===== src/design/ptl_pkg.sv =====
// Shared types, codes and constants of the pulse train learner.
// Has no dependencies; every other file of the block imports it.
package ptl_pkg;

  // Default sizes of the width table and of the pulse sequence.
  localparam int unsigned WidthSlotsDef = 16;
  localparam int unsigned SeqDepthDef   = 256;

  // Fixed field widths.
  localparam int unsigned SLOT_W    = 4;
  localparam int unsigned PW_W      = 16;
  localparam int unsigned TS_W      = 32;
  localparam int unsigned FLEN_W    = 9;
  localparam int unsigned DWID_W    = 5;
  localparam int unsigned APB_AW    = 5;
  localparam int unsigned APB_DW    = 32;

  // Item modes.
  localparam logic [1:0] MODE_START  = 2'd0;
  localparam logic [1:0] MODE_SAMPLE = 2'd1;
  localparam logic [1:0] MODE_READ   = 2'd2;
  localparam logic [1:0] MODE_NONE   = 2'd3;

  // Result status codes.
  localparam logic [1:0] ST_OK      = 2'd0;
  localparam logic [1:0] ST_LEARNED = 2'd1;
  localparam logic [1:0] ST_TIMEOUT = 2'd2;
  localparam logic [1:0] ST_IDLE    = 2'd3;

  // Register indexes on the configuration port.
  localparam logic [2:0] REG_MIN_PULSE = 3'd0;
  localparam logic [2:0] REG_MIN_GAP   = 3'd1;
  localparam logic [2:0] REG_TOL       = 3'd2;
  localparam logic [2:0] REG_MIN_FRAME = 3'd3;
  localparam logic [2:0] REG_TIMEOUT   = 3'd4;

  // Register reset values.
  localparam logic [15:0] RST_MIN_PULSE = 16'd70;
  localparam logic [15:0] RST_MIN_GAP   = 16'd3000;
  localparam logic [15:0] RST_TOL       = 16'd100;
  localparam logic [8:0]  RST_MIN_FRAME = 9'd20;
  localparam logic [31:0] RST_TIMEOUT   = 32'd10000000;

  // Configuration as seen by the datapath.
  typedef struct packed {
    logic [15:0] min_pulse;
    logic [15:0] min_gap;
    logic [15:0] match_tol;
    logic [8:0]  min_frame;
    logic [31:0] timeout;
  } cfg_t;

  // Search word that walks along the width cells.
  typedef struct packed {
    logic              vld;
    logic [PW_W-1:0]   width;
    logic              found;
    logic [SLOT_W-1:0] slot;
  } tok_t;

endpackage


===== src/design/ptl_cfg_regs.sv =====
// APB-style configuration registers of the pulse train learner.
// Depends on ptl_pkg for the register indexes, reset values and cfg_t.
module ptl_cfg_regs (
  input  logic                       clk_i,
  input  logic                       rst_ni,
  input  logic                       psel,
  input  logic                       penable,
  input  logic                       pwrite,
  input  logic [ptl_pkg::APB_AW-1:0] paddr,
  input  logic [ptl_pkg::APB_DW-1:0] pwdata,
  output logic [ptl_pkg::APB_DW-1:0] prdata,
  output logic                       pready,
  output ptl_pkg::cfg_t              cfg_o
);
  import ptl_pkg::*;

  cfg_t        cfg_q;
  logic        wr_en;
  logic [2:0]  reg_idx;

  assign pready  = 1'b1;
  assign wr_en   = psel && penable && pwrite;
  assign reg_idx = paddr[4:2];
  assign cfg_o   = cfg_q;

  // Register writes; addresses past the last register are ignored.
  always_ff @(posedge clk_i or negedge rst_ni) begin
    if (!rst_ni) begin
      cfg_q.min_pulse <= RST_MIN_PULSE;
      cfg_q.min_gap   <= RST_MIN_GAP;
      cfg_q.match_tol <= RST_TOL;
      cfg_q.min_frame <= RST_MIN_FRAME;
      cfg_q.timeout   <= RST_TIMEOUT;
    end else if (wr_en) begin
      unique case (reg_idx)
        REG_MIN_PULSE: cfg_q.min_pulse <= pwdata[15:0];
        REG_MIN_GAP:   cfg_q.min_gap   <= pwdata[15:0];
        REG_TOL:       cfg_q.match_tol <= pwdata[15:0];
        REG_MIN_FRAME: cfg_q.min_frame <= pwdata[8:0];
        REG_TIMEOUT:   cfg_q.timeout   <= pwdata;
        default: ;
      endcase
    end
  end

  // Read back.
  always_comb begin
    unique case (reg_idx)
      REG_MIN_PULSE: prdata = {16'd0, cfg_q.min_pulse};
      REG_MIN_GAP:   prdata = {16'd0, cfg_q.min_gap};
      REG_TOL:       prdata = {16'd0, cfg_q.match_tol};
      REG_MIN_FRAME: prdata = {23'd0, cfg_q.min_frame};
      REG_TIMEOUT:   prdata = cfg_q.timeout;
      default:       prdata = '0;
    endcase
  end

endmodule


===== src/design/ptl_cell.sv =====
// One width cell: holds one stored pulse width and checks the passing search word.
// Depends on ptl_pkg for tok_t and the field widths.
module ptl_cell (
  input  logic                       clk_i,
  input  logic                       rst_ni,
  input  logic [ptl_pkg::SLOT_W-1:0] cell_idx_i,
  input  logic                       live_i,
  input  logic [ptl_pkg::PW_W-1:0]   tol_i,
  input  logic                       wr_en_i,
  input  logic [ptl_pkg::PW_W-1:0]   wr_width_i,
  input  ptl_pkg::tok_t              tok_i,
  output ptl_pkg::tok_t              tok_o,
  output logic [ptl_pkg::PW_W-1:0]   width_o
);
  import ptl_pkg::*;

  logic [PW_W-1:0] width_q;
  logic [PW_W-1:0] diff;
  tok_t            tok_d;
  tok_t            tok_q;

  assign width_o = width_q;
  assign tok_o   = tok_q;

  // Absolute difference to the searched width.
  assign diff = (width_q >= tok_i.width) ? (width_q - tok_i.width)
                                         : (tok_i.width - width_q);

  // The first live cell within tolerance claims the word.
  always_comb begin
    tok_d = tok_i;
    if (tok_i.vld && live_i && !tok_i.found && (diff <= tol_i)) begin
      tok_d.found = 1'b1;
      tok_d.slot  = cell_idx_i;
    end
  end

  always_ff @(posedge clk_i or negedge rst_ni) begin
    if (!rst_ni) begin
      tok_q <= '0;
    end else begin
      tok_q <= tok_d;
    end
  end

  // Stored width, written by the sequencer.
  always_ff @(posedge clk_i) begin
    if (wr_en_i) begin
      width_q <= wr_width_i;
    end
  end

endmodule


===== src/design/ptl_width_chain.sv =====
// Row of width cells that the search word walks through, one cell a cycle.
// Depends on ptl_pkg and ptl_cell.
module ptl_width_chain #(
  parameter int unsigned WIDTH_SLOTS = ptl_pkg::WidthSlotsDef
) (
  input  logic                                 clk_i,
  input  logic                                 rst_ni,
  input  logic [$clog2(WIDTH_SLOTS+1)-1:0]     count_i,
  input  logic [ptl_pkg::PW_W-1:0]             tol_i,
  input  ptl_pkg::tok_t                        tok_i,
  input  logic [WIDTH_SLOTS-1:0]               wr_en_i,
  input  logic [ptl_pkg::PW_W-1:0]             wr_width_i,
  input  logic [$clog2(WIDTH_SLOTS)-1:0]       rd_slot_i,
  output ptl_pkg::tok_t                        tok_o,
  output logic [ptl_pkg::PW_W-1:0]             rd_width_o
);
  import ptl_pkg::*;

  tok_t            chain_tok  [WIDTH_SLOTS+1];
  logic [PW_W-1:0] cell_width [WIDTH_SLOTS];

  assign chain_tok[0] = tok_i;
  assign tok_o        = chain_tok[WIDTH_SLOTS];
  assign rd_width_o   = cell_width[rd_slot_i];

  // A cell is live when its index is below the current table fill.
  for (genvar k = 0; k < WIDTH_SLOTS; k++) begin : g_cell
    ptl_cell u_cell (
      .clk_i      (clk_i),
      .rst_ni     (rst_ni),
      .cell_idx_i (SLOT_W'(k)),
      .live_i     (32'(count_i) > k),
      .tol_i      (tol_i),
      .wr_en_i    (wr_en_i[k]),
      .wr_width_i (wr_width_i),
      .tok_i      (chain_tok[k]),
      .tok_o      (chain_tok[k+1]),
      .width_o    (cell_width[k])
    );
  end

endmodule


===== src/design/pulse_train_learner_core.sv =====
// Top level of the pulse train learner: item sequencer, pulse sequence memory.
// Depends on ptl_pkg, ptl_cfg_regs, ptl_width_chain and ptl_cell.
//
//   Port group  Direction  Handshake              Contents
//   input word  in         in_valid_i/in_stall_o  mode, timestamp_us, line_level, pulse_index
//   result word out        out_valid_o/out_stall_i status, frame_length, distinct_widths,
//                                                 pulse_width
//   config      APB        psel/penable/pwrite    five registers at byte address 4*i
//
// One word at a time. Each word passes evaluate and done; reads also the read state. Idle
// samples go straight to done; others go via check on a timeout or an unchanged level, via
// check and frame on a level change too short to be a pulse, and via check, scan and frame
// when they record a pulse: the search word walks the width cells one per cycle. The output
// register lets the next word be taken while a result waits. Reset is asynchronous and
// clears all control state; no clearing pass is needed. A stalled result holds.
module pulse_train_learner_core #(
  parameter int unsigned WIDTH_SLOTS    = ptl_pkg::WidthSlotsDef,
  parameter int unsigned SEQUENCE_DEPTH = ptl_pkg::SeqDepthDef
) (
  input  logic                       clk_i,
  input  logic                       rst_ni,
  input  logic                       in_valid_i,
  output logic                       in_stall_o,
  input  logic [1:0]                 mode_i,
  input  logic [31:0]                timestamp_us_i,
  input  logic                       line_level_i,
  input  logic [7:0]                 pulse_index_i,
  output logic                       out_valid_o,
  input  logic                       out_stall_i,
  output logic [1:0]                 status_o,
  output logic [8:0]                 frame_length_o,
  output logic [4:0]                 distinct_widths_o,
  output logic [15:0]                pulse_width_o,
  input  logic                       psel,
  input  logic                       penable,
  input  logic                       pwrite,
  input  logic [ptl_pkg::APB_AW-1:0] paddr,
  input  logic [ptl_pkg::APB_DW-1:0] pwdata,
  output logic [ptl_pkg::APB_DW-1:0] prdata,
  output logic                       pready
);
  import ptl_pkg::*;

  localparam int unsigned CNT_W  = $clog2(WIDTH_SLOTS + 1);
  localparam int unsigned SIDX_W = $clog2(WIDTH_SLOTS);
  localparam int unsigned LEN_W  = $clog2(SEQUENCE_DEPTH + 1);
  localparam int unsigned SEQ_AW = $clog2(SEQUENCE_DEPTH);
  localparam int unsigned CMP_W  = (LEN_W > FLEN_W) ? LEN_W : FLEN_W;

  typedef enum logic [2:0] {
    S_IDLE, S_EVAL, S_CHECK, S_SCAN, S_FRAME, S_READ, S_DONE
  } state_e;

  cfg_t cfg;

  state_e             state_q;
  logic [1:0]         mode_q;
  logic [TS_W-1:0]    now_q;
  logic               level_q;
  logic [7:0]         idx_q;
  logic               active_q;
  logic [TS_W-1:0]    start_q;
  logic [TS_W-1:0]    edge_q;
  logic               plevel_q;
  logic [LEN_W-1:0]   prev_len_q;
  logic [PW_W-1:0]    prev_gap_q;
  logic [CNT_W-1:0]   count_q;
  logic [LEN_W-1:0]   len_q;
  logic [TS_W-1:0]    el_q;
  logic [PW_W-1:0]    w_q;
  logic [1:0]         status_q;
  logic [PW_W-1:0]    wout_q;
  logic               out_valid_q;
  logic [1:0]         out_status_q;
  logic [FLEN_W-1:0]  out_len_q;
  logic [DWID_W-1:0]  out_cnt_q;
  logic [PW_W-1:0]    out_width_q;

  // Pulse sequence memory.
  logic [SLOT_W-1:0]  seq_mem [SEQUENCE_DEPTH];
  logic [SLOT_W-1:0]  seq_rd_q;
  logic               seq_we;
  logic [SEQ_AW-1:0]  seq_waddr;
  logic [SLOT_W-1:0]  seq_wdata;

  tok_t                   tok_launch;
  tok_t                   tok_tail;
  logic [WIDTH_SLOTS-1:0] cell_we;
  logic [PW_W-1:0]        rd_width;

  logic               in_acc;
  logic               out_free;
  logic               borrow_s;
  logic               borrow_e;
  logic [TS_W-1:0]    el_start;
  logic [TS_W-1:0]    el_edge;
  logic               timed_out;
  logic               lvl_change;
  logic               is_pulse;
  logic               scan_done;
  logic               add_new;
  logic               app_fail;
  logic [SLOT_W-1:0]  app_slot;
  logic               frame_end;
  logic [PW_W-1:0]    gap_diff;
  logic               gap_match;
  logic               idx_ok;
  logic               slot_ok;

  assign in_stall_o        = (state_q != S_IDLE);
  assign in_acc            = in_valid_i && !in_stall_o;
  assign out_free          = !out_valid_q || !out_stall_i;
  assign out_valid_o       = out_valid_q;
  assign status_o          = out_status_q;
  assign frame_length_o    = out_len_q;
  assign distinct_widths_o = out_cnt_q;
  assign pulse_width_o     = out_width_q;

  ptl_cfg_regs u_cfg (
    .clk_i   (clk_i),
    .rst_ni  (rst_ni),
    .psel    (psel),
    .penable (penable),
    .pwrite  (pwrite),
    .paddr   (paddr),
    .pwdata  (pwdata),
    .prdata  (prdata),
    .pready  (pready),
    .cfg_o   (cfg)
  );

  // Elapsed time with the wrap rule: now - then, less one when the counter wrapped.
  assign borrow_s = now_q < start_q;
  assign borrow_e = now_q < edge_q;
  assign el_start = now_q + ~start_q + TS_W'(!borrow_s);
  assign el_edge  = now_q + ~edge_q + TS_W'(!borrow_e);

  // Decisions taken in the check step.
  assign timed_out  = el_q > cfg.timeout;
  assign lvl_change = level_q != plevel_q;
  assign is_pulse   = w_q >= cfg.min_pulse;

  always_comb begin
    tok_launch       = '0;
    tok_launch.vld   = (state_q == S_CHECK) && !timed_out && lvl_change && is_pulse;
    tok_launch.width = w_q;
  end

  ptl_width_chain #(
    .WIDTH_SLOTS (WIDTH_SLOTS)
  ) u_chain (
    .clk_i      (clk_i),
    .rst_ni     (rst_ni),
    .count_i    (count_q),
    .tol_i      (cfg.match_tol),
    .tok_i      (tok_launch),
    .wr_en_i    (cell_we),
    .wr_width_i (w_q),
    .rd_slot_i  (seq_rd_q[SIDX_W-1:0]),
    .tok_o      (tok_tail),
    .rd_width_o (rd_width)
  );

  // Append: reuse the matched slot, else take a new one; a full table or
  // sequence restarts the capture with this pulse alone.
  assign scan_done = (state_q == S_SCAN) && tok_tail.vld;
  assign add_new   = !tok_tail.found && (32'(count_q) < WIDTH_SLOTS);
  assign app_slot  = tok_tail.found ? tok_tail.slot : SLOT_W'(count_q);
  assign app_fail  = (!tok_tail.found && !add_new) || (32'(len_q) >= SEQUENCE_DEPTH);

  always_comb begin
    for (int k = 0; k < WIDTH_SLOTS; k++) begin
      cell_we[k] = scan_done && ((add_new && (32'(count_q) == k)) || (app_fail && (k == 0)));
    end
  end

  assign seq_we    = scan_done;
  assign seq_waddr = app_fail ? '0 : len_q[SEQ_AW-1:0];
  assign seq_wdata = app_fail ? '0 : app_slot;

  always_ff @(posedge clk_i) begin
    if (seq_we) begin
      seq_mem[seq_waddr] <= seq_wdata;
    end
    seq_rd_q <= seq_mem[SEQ_AW'(idx_q)];
  end

  // Frame end and the comparison with the previous frame.
  assign frame_end = (CMP_W'(len_q) >= CMP_W'(cfg.min_frame)) && (w_q > cfg.min_gap);
  assign gap_diff  = (prev_gap_q >= w_q) ? (prev_gap_q - w_q) : (w_q - prev_gap_q);
  assign gap_match = gap_diff <= cfg.match_tol;

  // Read item checks.
  assign idx_ok  = 32'(idx_q) < SEQUENCE_DEPTH;
  assign slot_ok = 32'(seq_rd_q) < WIDTH_SLOTS;

  // Item sequencer and output register.
  always_ff @(posedge clk_i or negedge rst_ni) begin
    if (!rst_ni) begin
      state_q      <= S_IDLE;
      mode_q       <= MODE_START;
      now_q        <= '0;
      level_q      <= 1'b0;
      idx_q        <= '0;
      active_q     <= 1'b0;
      start_q      <= '0;
      edge_q       <= '0;
      plevel_q     <= 1'b0;
      prev_len_q   <= '0;
      prev_gap_q   <= '0;
      count_q      <= '0;
      len_q        <= '0;
      el_q         <= '0;
      w_q          <= '0;
      status_q     <= ST_IDLE;
      wout_q       <= '0;
      out_valid_q  <= 1'b0;
      out_status_q <= ST_OK;
      out_len_q    <= '0;
      out_cnt_q    <= '0;
      out_width_q  <= '0;
    end else begin
      if ((state_q == S_DONE) && out_free) begin
        out_valid_q  <= 1'b1;
        out_status_q <= status_q;
        out_len_q    <= FLEN_W'(len_q);
        out_cnt_q    <= DWID_W'(count_q);
        out_width_q  <= wout_q;
      end else if (!out_stall_i) begin
        out_valid_q <= 1'b0;
      end

      unique case (state_q)
        S_IDLE: begin
          if (in_acc) begin
            mode_q   <= mode_i;
            now_q    <= timestamp_us_i;
            level_q  <= line_level_i;
            idx_q    <= pulse_index_i;
            wout_q   <= '0;
            status_q <= active_q ? ST_OK : ST_IDLE;
            state_q  <= S_EVAL;
          end
        end
        S_EVAL: begin
          unique case (mode_q)
            MODE_START: begin
              count_q    <= '0;
              len_q      <= '0;
              prev_len_q <= '0;
              start_q    <= now_q;
              edge_q     <= now_q;
              plevel_q   <= level_q;
              active_q   <= 1'b1;
              status_q   <= ST_OK;
              state_q    <= S_DONE;
            end
            MODE_SAMPLE: begin
              el_q    <= el_start;
              w_q     <= el_edge[PW_W-1:0];
              state_q <= active_q ? S_CHECK : S_DONE;
            end
            MODE_READ: begin
              state_q <= S_READ;
            end
            MODE_NONE: begin
              state_q <= S_DONE;
            end
            default: state_q <= S_DONE;
          endcase
        end
        S_CHECK: begin
          if (timed_out) begin
            active_q <= 1'b0;
            status_q <= ST_TIMEOUT;
            state_q  <= S_DONE;
          end else if (lvl_change) begin
            plevel_q <= level_q;
            edge_q   <= now_q;
            state_q  <= is_pulse ? S_SCAN : S_FRAME;
          end else begin
            state_q <= S_DONE;
          end
        end
        S_SCAN: begin
          if (tok_tail.vld) begin
            if (app_fail) begin
              count_q <= CNT_W'(1);
              len_q   <= LEN_W'(1);
            end else begin
              if (add_new) begin
                count_q <= count_q + CNT_W'(1);
              end
              len_q <= len_q + LEN_W'(1);
            end
            state_q <= S_FRAME;
          end
        end
        S_FRAME: begin
          if (frame_end) begin
            if ((prev_len_q == len_q) && gap_match) begin
              active_q <= 1'b0;
              status_q <= ST_LEARNED;
            end else begin
              prev_len_q <= len_q;
              prev_gap_q <= w_q;
              count_q    <= '0;
              len_q      <= '0;
            end
          end
          state_q <= S_DONE;
        end
        S_READ: begin
          wout_q  <= (idx_ok && slot_ok) ? rd_width : '0;
          state_q <= S_DONE;
        end
        S_DONE: begin
          if (out_free) begin
            state_q <= S_IDLE;
          end
        end
        default: state_q <= S_IDLE;
      endcase
    end
  end

  // Checks on the sequencer and the cell row.
  a_busy_after_accept: assert property (@(posedge clk_i) disable iff (!rst_ni)
    in_acc |=> in_stall_o)
    else $error("input word taken while a word was still in work");

  a_count_bound: assert property (@(posedge clk_i) disable iff (!rst_ni)
    32'(count_q) <= WIDTH_SLOTS)
    else $error("width table fill beyond its size");

  a_len_bound: assert property (@(posedge clk_i) disable iff (!rst_ni)
    32'(len_q) <= SEQUENCE_DEPTH)
    else $error("pulse sequence fill beyond its depth");

  a_tail_in_scan: assert property (@(posedge clk_i) disable iff (!rst_ni)
    tok_tail.vld |-> (state_q == S_SCAN))
    else $error("search word left the cell row outside the scan step");

endmodule


===== config.mk =====
export PLATFORM = sky130hd
export DESIGN_NAME = pulse_train_learner_core
export DESIGN_NICKNAME = d
export VERILOG_FILES = /design/src/design/ptl_pkg.sv /design/src/design/ptl_cfg_regs.sv /design/src/design/ptl_cell.sv /design/src/design/ptl_width_chain.sv /design/src/design/pulse_train_learner_core.sv
export SDC_FILE = /design/constraint.sdc
export NUM_CORES = 2
export LEC_CHECK = 0
export CAP_MARGIN = 40
export CORE_ASPECT_RATIO = 0.6
export CORE_MARGIN = 2
export CORE_UTILIZATION = 47
export DETAILED_ROUTE_END_ITERATION = 8
export DONT_BUFFER_PORTS = 1
export SLEW_MARGIN = 40
export SYNTH_ARGS = -nofsm -noshare
export SYNTH_HDL_FRONTEND = slang
export SYNTH_SLANG_ARGS = --single-unit

===== constraint.sdc =====
create_clock -name clk_i -period 21.9 [get_ports clk_i]
set_input_delay 1.095 -clock clk_i [delete_from_list [all_inputs] [get_ports clk_i]]
set_output_delay 1.095 -clock clk_i [all_outputs]
set_load 0.01 [all_outputs]

==> results.sh <==
export IMPL_boundaryPins=154
export IMPL_core_area_sq_um=226000
export IMPL_crit_family="compound AO/OA/AOI/OAI gates"
export IMPL_syn_nets=9824
export IMPL_cp_end_kind="flip-flop"
export IMPL_critical_path_reg2reg_endpoint="u_chain.g_cell[9].u_cell.tok_o[1]"
export IMPL_setup_tns_ps=0
export IMPL_place_ws_ps=15760
export IMPL_total_leakage_power_uw=0.04761
export IMPL_power_frac_comb_pct=47.6
export IMPL_ant_nets=0
export IMPL_vias=72260
export IMPL_synth_enable_flop_cells=1280
export IMPL_rr_startpoint="u_chain.g_cell[9].u_cell.width_o[0]"
export IMPL_start_util_pct=47.35
export IMPL_r2r_slack_ps=15450
export IMPL_final_common_cell="edfxtp_1"
export IMPL_cts_repair_resize_count=0
export IMPL_drtIter0Drc=9558
export IMPL_hold_violations=0
export IMPL_synthArstFlopShare_pct=33.95
export IMPL_drcViolationCount=0
export IMPL_drt_wirelength_per_cell_um=27.35
export IMPL_insertion_delay_ps=890
export IMPL_numPortBuffers=0
export IMPL_grt_pass1_wl_um=472700
export IMPL_gp_congestion=0.9544
export IMPL_numCtsBuffers=192
export IMPL_ys_seq_area_share_pct=51.46
export IMPL_numClockSinks=1944
export IMPL_rsz0062_at_grt="no"
export IMPL_row_count=135
export IMPL_grt_ovfl_total=0
export IMPL_syn_area_sq_um=107000
export IMPL_cp_required_ps=22630
export IMPL_cts_root_buf="clkbuf_16"
export IMPL_power_density_nw_per_um2=136.5
export IMPL_dieArea_sq_um=231600
export IMPL_synthCells=8758
export IMPL_die_h_um=373.6
export IMPL_ys_ff_latch=1944
export IMPL_worst_pin_slew_ps=900.1
export IMPL_slowest_delay_ps=490
export IMPL_final_setup_worst_slack_ps=15450
export IMPL_clock_path_buffers=4
export IMPL_slew_headroom_pct=39.73
export IMPL_clk_pin_slew_ps=60
export IMPL_ctsHoldBuffers=0
export IMPL_power_switching_uw=6570
export IMPL_p_int_uw=9422
export IMPL_tritoncts="yes"
export IMPL_layout_common_cells="edfxtp_1, ha_1, inv_1"
export IMPL_dp_hpwl_um=231500
export IMPL_drt_pass1_iterations=7
export IMPL_r2r_cells=25
export IMPL_finish_utilization_pct=51.86
export IMPL_crit_path_frequent_cell="a21o_1"
export IMPL_post_cts_buffers=0
export IMPL_pwr_share_seq_pct=31.2
export IMPL_grt_pass1_vias=68110
export IMPL_grt_start_max_net_pins=130
export IMPL_ys_warn_count=0
export IMPL_crit_slowest_cell="a221o_1"
export IMPL_wl_um=325000
export IMPL_fin_crit_sh_pct=29.46
export IMPL_htreeDepth=4
export IMPL_min_period_ps=6453
export IMPL_peakVddDrop_uv=85.15
export IMPL_final_nets=9773
export IMPL_cp_max_fo=23
export IMPL_ys_types=90
export IMPL_p_sw_share_pct=41.08
export IMPL_die_w_um=620.0
export IMPL_vias_per_cell=6.080
export IMPL_fmax_ghz=0.1550
export IMPL_syn_area_per_cell_sq_um=12.22
export IMPL_power_share_clock_pct=21.2
export IMPL_critPathBufInv=3
export IMPL_setup_viol=0
export IMPL_hold_class="in2async"
export IMPL_yosys_most_used_dff="edfxtp_1"
export IMPL_syn_to_final_growth_pct=9.528
export IMPL_status="finished clean"
export IMPL_maxCapViolations=0
export IMPL_slew_viol_final=0
export IMPL_grtUsageTotal_pct=27.75
export IMPL_worstSetupPathType="reg2reg"
export IMPL_worstPathArrival_ps=7180
export IMPL_antenna_found_initial=28
export IMPL_clock_skew_ps=108.1
export IMPL_crit_path_start_kind="flip-flop"
export IMPL_drive_gt1_share_pct=12.15
[state kept, by name (all words and copies together), names as in the netlist, 16 cells and up]
register / flops
seq_mem: 1024
u_chain.g_cell.u_cell.tok_o: 321
u_chain.g_cell.u_cell.width_o: 256
u_cfg.cfg_o: 89
edge_q: 32
el_q: 32
now_q: 32
start_q: 32
prev_gap_q: 16
pulse_width_o: 16
w_q: 16
wout_q: 16
[cell usage after synthesis, types with 18 or more instances]
cell | instances | area share, %
a21oi_1 | 525 | 2.5
mux4_2 | 420 | 8.8
a21boi_0 | 25 | 0.18
o31ai_1 | 20 | 0.14
buf_1 | 32 | 0.11
nand4_1 | 105 | 0.61
xnor2_1 | 162 | 1.3
nor3_1 | 72 | 0.34
edfxtp_1 | 1280 | 36
nand2_1 | 605 | 2.1
clkbuf_1 | 296 | 1.0
nand2b_1 | 94 | 0.55
dfrtp_1 | 635 | 15
o21bai_1 | 73 | 0.51
mux2i_1 | 167 | 1.6
ha_1 | 941 | 11
buf_2 | 29 | 0.14
o41ai_1 | 18 | 0.15
mux2_2 | 82 | 0.86
fa_1 | 38 | 0.71
a2111oi_0 | 19 | 0.16
or3_1 | 25 | 0.15
a221oi_1 | 27 | 0.22
xor2_1 | 123 | 1.0
o211ai_1 | 33 | 0.23
o21a_1 | 91 | 0.64
or2_2 | 38 | 0.22
nor2_1 | 485 | 1.7
a211oi_1 | 50 | 0.35
inv_1 | 817 | 2.9
and2_1 | 29 | 0.17
and3_1 | 47 | 0.27
a21o_1 | 354 | 2.5
o21ai_0 | 517 | 2.4
nor2b_1 | 98 | 0.57
nand3_1 | 83 | 0.39
a31oi_1 | 41 | 0.24
dfstp_2 | 25 | 0.61
[power by group through the flow]
stage	registers, uW	clock network (uW)	logic, uW
2_1_floorplan	4760	0	5270
3_3_place_gp	5030	0	7240
3_5_place_dp	5040	0	7440
4_1_cts	4970	3440	7490
5_1_grt	5030	3580	8350
6_report	4990	3390	7620
[routing by layer]
| layer | global-route usage, % | wire [um] |
|---|---|---|
| met1 | 45.47 | 153900 |
| met2 | 35.95 | 125200 |
| met3 | 7.160 | 38250 |
| met4 | 6.088 | 7565 |
| met5 | 0.08264 | 39 |
[how the worst max path moves through the flow]
stage / startpoint / endpoint / slack, ps / cells after the start
floorplan: u_chain.g_cell[15].u_cell.tok_o[4] / seq_mem[0][0] / 13560 / 5
global placement: w_q[3] / count_q[0] / 15680 / 22
global route: u_chain.g_cell[9].u_cell.width_o[0] / u_chain.g_cell[9].u_cell.tok_o[1] / 15200 / 26
finish: u_chain.g_cell[9].u_cell.width_o[0] / u_chain.g_cell[9].u_cell.tok_o[1] / 15450 / 25
CTS: u_chain.g_cell[9].u_cell.width_o[0] / u_chain.g_cell[9].u_cell.tok_o[1] / 15700 / 25
detailed placement: u_chain.g_cell[9].u_cell.width_o[0] / u_chain.g_cell[9].u_cell.tok_o[1] / 15760 / 25
[cell type report]
class                           count  area [sq um]
Antenna cell                        9         22.52
Timing Repair Buffer              124          1206
Tap cell                         3014          3771
Inverter                          819          3074
Multi-Input combinational cell   5626         47760
Fill cell                       19340        108800
Clock buffer                      253          5338
Clock inverter                     95         940.9
Sequential cell                  1944         55090
[cell families after synthesis]
kind of cell | Yosys count | share of synthesized area, %
flip-flops | 1944 | 51.46
AO/OA/AOI/OAI | 1934 | 11.32
AND/OR/NAND/NOR | 1757 | 7.645
buffers and inverters | 1188 | 4.247
adder cells (fa/ha/maj) | 979 | 11.71
multiplexers | 670 | 11.28
XOR/XNOR | 285 | 2.333
other | 1 | 0.003505
[metrics by stage]
stage	instances	power (uW)	instance area [sq um]	hold WS (ps)
finish	11880	15990	117200	150.2
global route	11880	16960	117200	202.2
CTS	11870	15910	117100	196.0
detailed placement	11530	12480	110800	360.2
global placement	11520	12280	110400	353.9
floorplan	8758	10030	107000	346.3
Note: power is estimated with default switching activity, not from simulation.
